[config.mk]
export PLATFORM = sky130hd
export DESIGN_NAME = lkvm_ctrl
export DESIGN_NICKNAME = d
export VERILOG_FILES = /design/src/sv/lkvm_pkg.sv /design/src/sv/lkvm_ctrl.sv
export SDC_FILE = /design/constraint.sdc
export NUM_CORES = 1
export LEC_CHECK = 0
export BUFFER_PORTS_ARGS = -buffer_cell sky130_fd_sc_hd__buf_2
export CORE_AREA = 2 2 39 41
export CTS_CLUSTER_SIZE = 28
export DETAILED_ROUTE_END_ITERATION = 8
export DIE_AREA = 0 0 41 43
export PLACE_DENSITY = 0.76
export SLEW_MARGIN = 10
export SYNTH_ARGS = -nofsm -noshare
export SYNTH_HDL_FRONTEND = slang
export SYNTH_SLANG_ARGS = --single-unit
[constraint.sdc]
create_clock -name clk -period 1.1 [get_ports clk]
set_input_delay 0.11 -clock clk [delete_from_list [all_inputs] [get_ports clk]]
set_output_delay 0.11 -clock clk [all_outputs]
set_load 0.1 [all_outputs]
[src/sv/lkvm_pkg.sv]
// Package with constants, payload types and control types for the linked key-value map.
package lkvm_pkg;

  localparam int CAPACITY = 128;
  localparam int IDX_W    = $clog2(CAPACITY);
  localparam int LINK_W   = IDX_W + 1;
  localparam int KEY_W    = 32;
  localparam int VAL_W    = 32;
  localparam int KV_W     = KEY_W + VAL_W;
  localparam int TOTAL_W  = 8;
  localparam logic [LINK_W-1:0] NIL_LINK = LINK_W'(CAPACITY);

  typedef enum logic [1:0] {
    FN_INSERT = 2'd0,
    FN_LOOKUP = 2'd1,
    FN_REMOVE = 2'd2,
    FN_NONE   = 2'd3
  } func_t;

  typedef enum logic [3:0] {
    ST_IDLE,
    ST_WALK,
    ST_CHK,
    ST_HIT,
    ST_MISS,
    ST_FREE_LD,
    ST_INS1,
    ST_INS2,
    ST_RM1,
    ST_RM2,
    ST_DONE
  } state_t;

  typedef struct packed {
    logic [1:0]       func;
    logic [KEY_W-1:0] key;
    logic [VAL_W-1:0] value;
  } req_t;

  typedef struct packed {
    logic               found;
    logic [VAL_W-1:0]   old_value;
    logic               status;
    logic [TOTAL_W-1:0] entry_total;
  } rsp_t;

  typedef struct packed {
    logic accept;
    logic rd_cur;
    logic adv;
    logic hit_ld;
    logic wr_upd;
    logic rd_free;
    logic alloc_free;
    logic alloc_hw;
    logic set_full;
    logic ins1;
    logic ins2;
    logic rm1;
    logic rm2;
    logic done;
  } cmd_t;

  typedef struct packed {
    func_t func;
    logic  cur_nil;
    logic  match;
    logic  free_nil;
    logic  hw_full;
  } sts_t;

endpackage

[src/sv/lkvm_ctrl.sv]
// Controller state machine sequencing the list walk and the link updates.
module lkvm_ctrl (
  input  logic          clk,
  input  logic          rst_n,
  input  logic          start,
  output logic          busy,
  input  lkvm_pkg::sts_t sts,
  output lkvm_pkg::cmd_t cmd
);
  import lkvm_pkg::*;

  state_t state_r, state_nxt;

  always_ff @(posedge clk) begin
    if (!rst_n) begin
      state_r <= ST_IDLE;
    end else begin
      state_r <= state_nxt;
    end
  end

  always_comb begin
    state_nxt = state_r;
    cmd       = '0;
    busy      = (state_r != ST_IDLE);
    unique case (state_r)
      ST_IDLE: begin
        if (start) begin
          cmd.accept = 1'b1;
          state_nxt  = ST_WALK;
        end
      end
      ST_WALK: begin
        if (sts.func == FN_NONE) begin
          state_nxt = ST_DONE;
        end else if (sts.cur_nil) begin
          state_nxt = ST_MISS;
        end else begin
          cmd.rd_cur = 1'b1;
          state_nxt  = ST_CHK;
        end
      end
      ST_CHK: begin
        if (sts.match) begin
          cmd.hit_ld = 1'b1;
          state_nxt  = ST_HIT;
        end else begin
          cmd.adv   = 1'b1;
          state_nxt = ST_WALK;
        end
      end
      ST_HIT: begin
        priority if (sts.func == FN_INSERT) begin
          cmd.wr_upd = 1'b1;
          state_nxt  = ST_DONE;
        end else if (sts.func == FN_REMOVE) begin
          state_nxt = ST_RM1;
        end else begin
          state_nxt = ST_DONE;
        end
      end
      ST_MISS: begin
        priority if (sts.func != FN_INSERT) begin
          state_nxt = ST_DONE;
        end else if (!sts.free_nil) begin
          cmd.rd_free = 1'b1;
          state_nxt   = ST_FREE_LD;
        end else if (!sts.hw_full) begin
          cmd.alloc_hw = 1'b1;
          state_nxt    = ST_INS1;
        end else begin
          cmd.set_full = 1'b1;
          state_nxt    = ST_DONE;
        end
      end
      ST_FREE_LD: begin
        cmd.alloc_free = 1'b1;
        state_nxt      = ST_INS1;
      end
      ST_INS1: begin
        cmd.ins1  = 1'b1;
        state_nxt = ST_INS2;
      end
      ST_INS2: begin
        cmd.ins2  = 1'b1;
        state_nxt = ST_DONE;
      end
      ST_RM1: begin
        cmd.rm1   = 1'b1;
        state_nxt = ST_RM2;
      end
      ST_RM2: begin
        cmd.rm2   = 1'b1;
        state_nxt = ST_DONE;
      end
      ST_DONE: begin
        cmd.done  = 1'b1;
        state_nxt = ST_IDLE;
      end
      default: state_nxt = ST_IDLE;
    endcase
  end

  a_done_once: assert property (@(posedge clk) disable iff (!rst_n)
    cmd.done |=> !cmd.done) else $error("Result strobe lasted more than one cycle.");
  a_accept_busy: assert property (@(posedge clk) disable iff (!rst_n)
    cmd.accept |=> busy) else $error("Block not busy after accepting a transaction.");
  a_done_idle: assert property (@(posedge clk) disable iff (!rst_n)
    cmd.done |=> !busy) else $error("Block did not return to idle after a result.");

endmodule

==> impl_metrics.tcl, run 1 <==
set metrics [dict create \
    cts-root-buf "clkbuf_4" \
    first-error "[ERROR DPL-0038] Utilization greater than 100%, impossible to legalize" \
    netlist_area_um2 444.2 \
    synth_nets 70 \
    place_area_um2 1047 \
    synth_area_per_cell_um2 7.282 \
    dpl.hpwl_um 1333 \
    worstEpCategory "primary output" \
    synth_top_area_share_pct 18.03 \
    place_ws_ns -0.3227 \
    io_pins 24 \
    cts_sinks 4 \
    synth.distinct_cells 32 \
    grt_max_degree 7 \
    initial_core_util_pct 32.10 \
    ys_ff_latch 4 \
    synthCells 61 \
    die_x_um 41 \
    lastStage "global routing (5_1_grt)" \
    place_congestion 0.8935 \
    yosysSeqAreaShare_pct 18.03 \
    worst_endpoint "cmd[6]" \
    cts_hold_buf 0 \
    cts_max_level 1 \
    rows 14 \
    async_flop_share_pct 0 \
    io_buffers 23 \
    synth-edff-count 0 \
    netlist_top_cells_area "dfxtp_1, nand2b_1, nor2_1" \
    die_h_um 43 \
    cts_inserted_buffers 3 \
    yosys.area.top_type "dfxtp_1" \
    yosys_warnings 0 \
    outcome "aborted with a tool error" \
    synth_flop_cell "dfxtp_1" \
    clk_path_buf_depth 2 \
]
-- timing repair --
item / in CTS
gates resized for setup: 38
hold endpoints to repair: 0
setup buffers: 10
setup endpoints to repair: 19
pin swaps: 24
-- cell usage after synthesis (2+ instances only) --
library cell / count
dfxtp_1: 4
nand3_1: 2
nand2_1: 4
nor2_1: 9
nor3_1: 2
nand2b_1: 6
a31oi_1: 2
buf_6: 2
and3_1: 2
or2_4: 2
a21oi_1: 3
nor4_1: 2
nor2_2: 2
-- cell families after synthesis --
family / Yosys count / synth area share, %
and+or+nand+nor: 40 / 53.52
AOI/OAI and AO/OA: 12 / 19.72
DFF: 4 / 18.03
buffers and inverters: 5 / 8.731
-- metrics by stage --
stage / utilization (%) / instances
2_1_floorplan: - / 61
3_3_place_gp: 75.68 / 115
3_5_place_dp: 75.68 / 115
4_1_cts: 93.49 / 128
==> run 2, diff against run 1 <==
--- a/config.mk
+++ b/config.mk
@@ -6,11 +6,10 @@
 export NUM_CORES = 1
 export LEC_CHECK = 0
 export BUFFER_PORTS_ARGS = -buffer_cell sky130_fd_sc_hd__buf_2
-export CORE_AREA = 2 2 39 41
-export CTS_CLUSTER_SIZE = 28
+export CORE_AREA = 2 2 63 65
 export DETAILED_ROUTE_END_ITERATION = 8
-export DIE_AREA = 0 0 41 43
-export PLACE_DENSITY = 0.76
+export DIE_AREA = 0 0 65 67
+export PLACE_DENSITY_LB_ADDON = 0.15
 export SLEW_MARGIN = 10
 export SYNTH_ARGS = -nofsm -noshare
 export SYNTH_HDL_FRONTEND = slang
==> constraint.sdc (replaced) <==
create_clock -name clk -period 1.4 [get_ports clk]
set_input_delay 0.14 -clock clk [delete_from_list [all_inputs] [get_ports clk]]
set_output_delay 0.14 -clock clk [all_outputs]
set_load 0.1 [all_outputs]
==> run 2 against run 1 <==
Against the previous run: the flow now finishes, with violations (setup timing); synthesized cell count unchanged; synthesized area unchanged.
==> impl_metrics.tcl, run 2 <==
set metrics [dict create \
    power.share.switching_pct 42.85 \
    drt_iter0_drc 8 \
    yosys.cell_count.top_type "nor2_1" \
    rsz0062_at_grt "true" \
    grt-ovfl-total 0 \
    netlist_top_cells_count "nor2_1, nand2b_1, dfxtp_1, nand2_1, a21oi_1" \
    ys_ff_latch 4 \
    cts-root-buf "clkbuf_8" \
    area_growth_syn_to_layout_pct 175.2 \
    rows 22 \
    p_switching_mw 0.4446 \
    path_cells "nor4_4, nand2_1, nor2_4, buf_12" \
    cpLargestDelayFamily "simple AND/OR/NAND/NOR gates" \
    synth-compound-area-share_pct 19.72 \
    largest_register_ffs 4 \
    synth_flop_cell "dfxtp_1" \
    crit_path_start_kind "flip-flop" \
    cts_inserted_buffers 3 \
    dpl.hpwl_um 1377 \
    synth_area_per_cell_um2 7.282 \
    antenna_cells 0 \
    wl_met1_um 707 \
    maxSlewHeadroom_pct 78.09 \
    slowest_stage "dfxtp_4" \
    cts_max_level 1 \
    cp_num_buf_inv 1 \
    drive_gt1_share_pct 76.19 \
    antenna_found_initial 0 \
    core_um2 3606 \
    violations "setup timing" \
    cts_tree "done" \
    final.setup.worst_slack_ns -0.06478 \
    netlist_area_um2 444.2 \
    nets 116 \
    power_density_nw_per_um2 848.8 \
    worst-path-max-fanout 6 \
    fin_crit_sh_pct 104.6 \
    max_flop_register "state_r" \
    path_class "flip-flop to output port" \
    place_area_um2 1044 \
    clk_path_buf_depth 2 \
    routedWlPerCell_um 11.24 \
    synth.distinct_cells 32 \
    max_slew.worst_pin.slew_ns 0.3267 \
    vias 618 \
    synth_fa_ha_area_share_pct 0 \
    die_h_um 67 \
    yosys.area.top_type "dfxtp_1" \
    total_power_mw 1.038 \
    synth_top_family_by_area "simple AND/OR/NAND/NOR gates" \
    synthCells 61 \
    max_freq_mhz 682.7 \
    leakage_nw 0.4562 \
    cts_sinks 4 \
    setup_tns_ns -0.1366 \
    outcome "complete, but fails checks" \
    yosysSeqAreaShare_pct 18.03 \
    grt_max_degree 10 \
    io_buffers 23 \
    fill_cells 369 \
    crit_required_ns 1.26 \
    slew_violations 0 \
    cts_hold_buf 0 \
    dr.pass1.iters 4 \
    yosys_warnings 0 \
    grt_usage_pct 8.505 \
    finalHoldViolations 0 \
    avgViaCountPerCell 4.039 \
    seq_power_share_pct 15.0 \
    arrival_ns 1.32 \
    first_global_vias 616 \
    synth_top_area_share_pct 18.03 \
    route.met3.wl_um 113 \
    final_cell_area_um2 1222 \
    synth.mux.area_fraction_pct 0 \
    critPathMaxStageDelay_ns 0.37 \
    hold_class "input pin to flip-flop" \
    drc_errors 0 \
    grt_pass1_wl_um 2842 \
    clock_latency_ns 0.22 \
    finalClockSkew_ns 0.004027 \
    synth_nets 70 \
    finalCriticalPeriod_ns 1.465 \
    synth-xor-area-share_pct 0 \
    ant_nets 0 \
    multi_input_area_um2 496.7 \
    setup_viol 5 \
    top_regs "state_r: 4 flops" \
    async_flop_share_pct 0 \
    peakVddDrop_mv 0.4435 \
    netlist_top_cells_area "dfxtp_1, nand2b_1, nor2_1" \
    intPower_mw 0.5930 \
    seqCellArea_um2 92.59 \
    clk_pin_slew_worst_paths_ns 0.03 \
    die_area_um2 4355 \
    power_frac_comb_pct 61.6 \
    dr.max_layer_used "met3" \
    place_congestion 0.7963 \
    mostFrequentLayoutCell "buf_4" \
    wirelength_um 1719 \
    setup.worst_path.end_class "output port" \
    wl_met2_um 898 \
    p_clk_share_pct 23.4 \
    max-cap-violations 0 \
    initial_core_util_pct 12.32 \
    synth-edff-count 0 \
    layout_common_cells "buf_4, buf_12, buf_2" \
    die_x_um 65 \
    synthSimpleGateAreaFrac_pct 53.52 \
    io_pins 24 \
]
run 2: cell counts after synthesis:
No cell type changed its count.
run 2: metrics by stage:
step | hold slack (ns) | worst slack [ns] | cells | util, %
2_1_floorplan | 0.2890 | -0.4633 | 61 | -
3_3_place_gp | 0.4668 | -0.01053 | 144 | 28.94
3_5_place_dp | 0.4613 | -0.02783 | 144 | 28.94
4_1_cts | 0.2297 | -0.08689 | 152 | 32.96
5_1_grt | 0.2458 | -0.1371 | 153 | 33.90
6_report | 0.2222 | -0.06478 | 153 | 33.90
run 2: worst paths after layout:
kind / start / to / slack [ns] / cells past startpoint
worst max-delay path: state_r[1]$_SDFFE_PN0P_ / cmd[6] / -0.06 / 4
worst min-delay path: rst_n / state_r[3]$_SDFFE_PN0P_ / 0.22 / 3
worst max register to register: state_r[1]$_SDFFE_PN0P_ / state_r[0]$_SDFFE_PN0P_ / 0.10 / 5
worst min register to register: state_r[0]$_SDFFE_PN0P_ / state_r[1]$_SDFFE_PN0P_ / 0.69 / 3
run 2: area by class of cell:
class	count	area share, %
multi-input cells	52	40.63
clock buffers	3	3.378
flip-flops and latches	4	7.574
inverters	1	0.3071
well taps	48	4.913
repair buffers	45	43.19
run 2: cells by family (layout without fill, tap and decap cells):
kind of cell | count (synthesis) | in the layout
flops | 4 | 4
buf+inv | 5 | 49
simple gates | 40 | 40
compound gates | 12 | 12
run 2: routing by layer:
layer | global-route usage (%) | vias to the layer above
met3 | 3.547 | 0
met4 | 0 | 0
li1 | - | 311
met1 | 9.960 | 285
met2 | 15.34 | 22
met5 | 0 | -
run 2: what timing repair did:
action,CTS,global route
pin swaps,7,5
endpoints found under the setup margin,15,15
buffers inserted,5,1
resized for setup,18,9
run 2: power groups by stage:
| stage | registers [mW] | logic (mW) | clock network [mW] |
|---|---|---|---|
| after global routing | 0.158 | 0.672 | 0.265 |
| after detailed placement | 0.152 | 0.564 | 0 |
| final | 0.155 | 0.639 | 0.243 |
| after CTS | 0.157 | 0.610 | 0.251 |
| after floorplan | 0.137 | 0.375 | 0 |
| after global placement | 0.151 | 0.562 | 0 |
run 2: worst min-delay path, stage by stage:
cell and delay (ns):
buf_2 0.10, o211ai_2 0.09, nor2_1 0.06
No activity file was read; power rests on OpenSTA's default activity.
==> run 3, diff against run 2 <==
==> constraint.sdc (replaced) <==
create_clock -name clk -period 1.7 [get_ports clk]
set_input_delay 0.17 -clock clk [delete_from_list [all_inputs] [get_ports clk]]
set_output_delay 0.17 -clock clk [all_outputs]
set_load 0.1 [all_outputs]
==> run 3 against run 2 <==
Against the previous run: the run now ends clean; clock power down 15%; core utilization shrank 7.3 points; sequential share of layout area increased by 1.0 points; combinational power down 39%; final cell count down 12%; worst setup slack better by 0.18 ns; first-iteration DRC count decreased by 25%; routed wire length shrank 16%; hold slack improved by 0.0066 ns.
==> impl_metrics.tcl, run 3 (same netlist as run 2, synthesis figures left out) <==
set metrics [dict create \
    outcome "complete, no violations" \
    cts_max_level 1 \
    vias 531 \
    max_slew.worst_pin.slew_ns 0.3259 \
    dpl.hpwl_um 1209 \
    largest_register_ffs 4 \
    cts_tree "done" \
    avgViaCountPerCell 3.933 \
    clk_pin_slew_worst_paths_ns 0.03 \
    grt_pass1_wl_um 2373 \
    crit_required_ns 1.53 \
    die_area_um2 4355 \
    cts-root-buf "clkbuf_8" \
    fill_cells 391 \
    mostFrequentLayoutCell "buf_12" \
    setup.worst_path.end_class "output port" \
    place_ws_ns 0.1690 \
    die_h_um 67 \
    power_density_nw_per_um2 762.1 \
    die_x_um 65 \
    wirelength_um 1442 \
    top_regs "state_r: 4 flops" \
    cts_sinks 4 \
    total_power_mw 0.7314 \
    final.setup.worst_slack_ns 0.1137 \
    max-cap-violations 0 \
    fin_crit_sh_pct 93.31 \
    grt-ovfl-total 0 \
    io_buffers 23 \
    path_class "flip-flop to output port" \
    layout_common_cells "buf_12, buf_2, nand2b_1, nor2_2" \
    whs_ns 0.2288 \
    peakVddDrop_mv 0.3322 \
    io_pins 24 \
    initial_core_util_pct 12.32 \
    first_global_vias 522 \
    grt_usage_pct 7.504 \
    arrival_ns 1.42 \
    max_freq_mhz 630.4 \
    seqCellArea_um2 82.58 \
    nets 98 \
    final_util_pct 26.61 \
    post_cts_buffers 0 \
    hold_class "input pin to flip-flop" \
    rows 22 \
    slew_violations 0 \
    finalClockSkew_ns 0.005221 \
    setup_viol 0 \
    grt_max_degree 13 \
    place_congestion 0.7591 \
    leakage_nw 0.3511 \
    worst-path-max-fanout 3 \
    finalCriticalPeriod_ns 1.586 \
    drc_errors 0 \
    drive_gt1_share_pct 59.77 \
    clk_path_buf_depth 2 \
    setup_tns_ns 0 \
    crit_path_start_kind "flip-flop" \
    cts_inserted_buffers 3 \
    rsz0062_at_grt "false" \
    finalHoldViolations 0 \
    max_flop_register "state_r" \
    clock_latency_ns 0.22 \
    dr.pass1.iters 3 \
    antenna_cells 0 \
    routedWlPerCell_um 10.68 \
    antenna_found_initial 0 \
    maxSlewHeadroom_pct 78.18 \
    core_um2 3606 \
    ant_nets 0 \
    area_growth_syn_to_layout_pct 116.1 \
    drt_iter0_drc 6 \
    multi_input_area_um2 401.6 \
]
-- run 3: repair_timing --
action | CTS | global route
gates resized for setup | 2 | 0
hold endpoints to repair | 0 | 0
hold buffers | 0 | 0
endpoints found under the setup margin | 2 | 0
-- run 3: report_power, final --
part / internal [mW] / total, mW / switching [mW]
logic: 0.145 / 0.392 / 0.247
clock network: 0.151 / 0.207 / 0.0557
registers: 0.106 / 0.132 / 0.0259
total: 0.403 / 0.731 / 0.329
-- run 3: final cells by class --
class,instances,share of cell area (%)
clock buffer,3,4.302
inverter,1,0.3911
multi-input combinational,52,41.85
sequential,4,8.605
tap,48,6.258
timing repair buffer,27,38.59
-- run 3: worst paths after layout --
check	cells after the start	to	slack (ns)	start
worst max-delay path	5	cmd[6]	0.11	state_r[3]$_SDFFE_PN0P_
worst min-delay path	3	state_r[1]$_SDFFE_PN0P_	0.23	rst_n
worst max register to register	5	state_r[0]$_SDFFE_PN0P_	0.41	state_r[3]$_SDFFE_PN0P_
worst min register to register	2	state_r[1]$_SDFFE_PN0P_	0.59	state_r[0]$_SDFFE_PN0P_
-- run 3: worst max-delay path, cell delays in order (launching register included) --
cell and delay, ns:
dfxtp_1 0.29, nand2b_1 0.16, nor4_2 0.30, nand2_1 0.14, nor2_4 0.12, buf_12 0.18
-- run 3: routing by layer --
metal  track usage (%)  part of all wire [%]
met1             8.032                    42
met2             11.73                    48
met3             2.196                   7.5
met5                 0                     0
met4             7.181                   2.5
-- run 3: metrics by stage --
step | instance area, um^2 | std cells
floorplan | 526.8 | 61
global placement | 915.9 | 132
detailed placement | 915.9 | 132
CTS | 959.7 | 135
global route | 959.7 | 135
finish | 959.7 | 135
==> run 4, diff against run 3 <==
--- a/config.mk
+++ b/config.mk
@@ -5,10 +5,10 @@
 export SDC_FILE = /design/constraint.sdc
 export NUM_CORES = 1
 export LEC_CHECK = 0
-export BUFFER_PORTS_ARGS = -buffer_cell sky130_fd_sc_hd__buf_2
 export CORE_AREA = 2 2 63 65
 export DETAILED_ROUTE_END_ITERATION = 8
 export DIE_AREA = 0 0 65 67
+export DONT_BUFFER_PORTS = 1
 export PLACE_DENSITY_LB_ADDON = 0.15
 export SLEW_MARGIN = 10
 export SYNTH_ARGS = -nofsm -noshare
==> run 4 against run 3 <==
Against the previous run: design area fell by 4.4%; largest power group unchanged; die area unchanged; clock skew hardly changed; largest cell class unchanged; via count down 3.6%.
==> impl_metrics.tcl, run 4 (same netlist as run 2, synthesis figures left out) <==
set metrics [dict create \
    outcome "complete, no violations" \
    mostFrequentLayoutCell "buf_12" \
    grt_usage_pct 7.295 \
    nets 90 \
    wirelength_um 1448 \
    finalCriticalPeriod_ns 1.617 \
    place_congestion 0.7800 \
    drive_gt1_share_pct 56.96 \
    clk_pin_slew_worst_paths_ns 0.03 \
    die_x_um 65 \
    cts_max_level 1 \
    clk_path_buf_depth 2 \
    grt_pass1_wl_um 2318 \
    finalHoldViolations 0 \
    max_flop_register "state_r" \
    layout_common_cells "buf_12, nor2_2, nand2b_1, buf_4, nand2_1" \
    final_cell_area_um2 917.1 \
    rows 22 \
    setup.worst_path.end_class "output port" \
    initial_core_util_pct 12.32 \
    ant_nets 0 \
    peakVddDrop_mv 0.6251 \
    r2r-start "state_r[1]$_SDFFE_PN0P_" \
    clock_latency_ns 0.22 \
    path_class "flip-flop to output port" \
    top_regs "state_r: 4 flops" \
    final.setup.worst_slack_ns 0.08331 \
    crit_start "state_r[1]$_SDFFE_PN0P_" \
    area_growth_syn_to_layout_pct 106.5 \
    place_ws_ns 0.1871 \
    max-cap-violations 0 \
    max_slew.worst_pin.slew_ns 0.3478 \
    fin_crit_sh_pct 95.10 \
    cts-root-buf "clkbuf_8" \
    antenna_cells 0 \
    arrival_ns 1.45 \
    antenna_found_initial 0 \
    avgViaCountPerCell 4.031 \
    die_h_um 67 \
    r2r_cells 5 \
    place_area_um2 874.6 \
    crit_path_start_kind "flip-flop" \
    finalClockSkew_ns 0.004857 \
    grt_max_degree 13 \
    grt-ovfl-total 0 \
    routedWlPerCell_um 11.40 \
    io_pins 24 \
    vias 512 \
    drt_iter0_drc 9 \
    reg2reg_slack_ns 0.31 \
    r2r_end "state_r[0]$_SDFFE_PN0P_" \
    dpl.hpwl_um 1208 \
    cts_tree "done" \
    power_density_nw_per_um2 751.9 \
    dr.pass1.iters 4 \
    rsz0062_at_grt "false" \
    setup_viol 0 \
    hold_class "input pin to flip-flop" \
    largest_register_ffs 4 \
    die_area_um2 4355 \
    cts_sinks 4 \
    drc_errors 0 \
    whs_ns 0.1450 \
    critPathCapture "cmd[9]" \
    worst-path-max-fanout 7 \
    crit_required_ns 1.53 \
    slew_violations 0 \
    first_global_vias 479 \
    maxSlewHeadroom_pct 76.78 \
    io_buffers 0 \
    max_freq_mhz 618.5 \
    cts_inserted_buffers 3 \
    core_um2 3606 \
    leakage_nw 0.3113 \
]
==> run 4: cell types whose count changed in the layout (fill, tap and decap cells not counted), sizes merged <==
cell and change:
buf -8
==> run 4: per-layer routing <==
layer | wire (um) | track usage (%) | share of wire (%)
met1 | 603 | 8.954 | 42
met2 | 690 | 10.44 | 48
met5 | 0 | 0 | 0
met4 | 0 | 4.787 | 0
met3 | 154 | 2.872 | 11
==> run 4: worst max-delay path, stage by stage (launching register included) <==
cell and delay, ns:
dfxtp_1 0.52, nand2_1 0.21, nor4_4 0.29, buf_12 0.21
==> run 4: through the flow <==
stage	total power [mW]	instances	util (%)	TNS, ns
2_1_floorplan	0.4043	61	-	-1.408
3_3_place_gp	0.4944	124	24.25	0
3_5_place_dp	0.4947	124	24.25	0
4_1_cts	0.6982	127	25.43	0
5_1_grt	0.7223	127	25.43	0
6_report	0.6896	127	25.43	0
==> run 4: cell type report <==
type	instances	area, um^2
Multi-Input combinational cell	52	412.9
Tap cell	48	60.06
Clock buffer	3	41.29
Timing Repair Buffer	19	317.8
Fill cell	389	2689
Inverter	1	3.754
Sequential cell	4	81.33
==> run 4: how the worst min path moves through the flow <==
stage	start	to	slack [ns]	cells after the start
2_1_floorplan	sts[3]	state_r[2]$_SDFFE_PN0P_	0.32	2
3_3_place_gp	sts[3]	state_r[2]$_SDFFE_PN0P_	0.35	2
3_5_place_dp	sts[3]	state_r[2]$_SDFFE_PN0P_	0.36	2
4_1_cts	sts[3]	state_r[2]$_SDFFE_PN0P_	0.13	2
5_1_grt	sts[3]	state_r[2]$_SDFFE_PN0P_	0.13	2
6_report	sts[3]	state_r[2]$_SDFFE_PN0P_	0.14	2
==> run 4: power by group <==
| group | switching (mW) | total [mW] | internal, mW |
|---|---|---|---|
| Clock | 0.0459 | 0.196 | 0.151 |
| Combinational | 0.241 | 0.364 | 0.122 |
| Sequential | 0.0241 | 0.130 | 0.105 |
| Total | 0.311 | 0.690 | 0.378 |
==> run 4: timing repair <==
| action | CTS | global route |
|---|---|---|
| gates resized for setup | 1 | 0 |
| hold buffers | 0 | 0 |
| endpoints found under the setup margin | 1 | 0 |
| setup buffers | 0 | 0 |
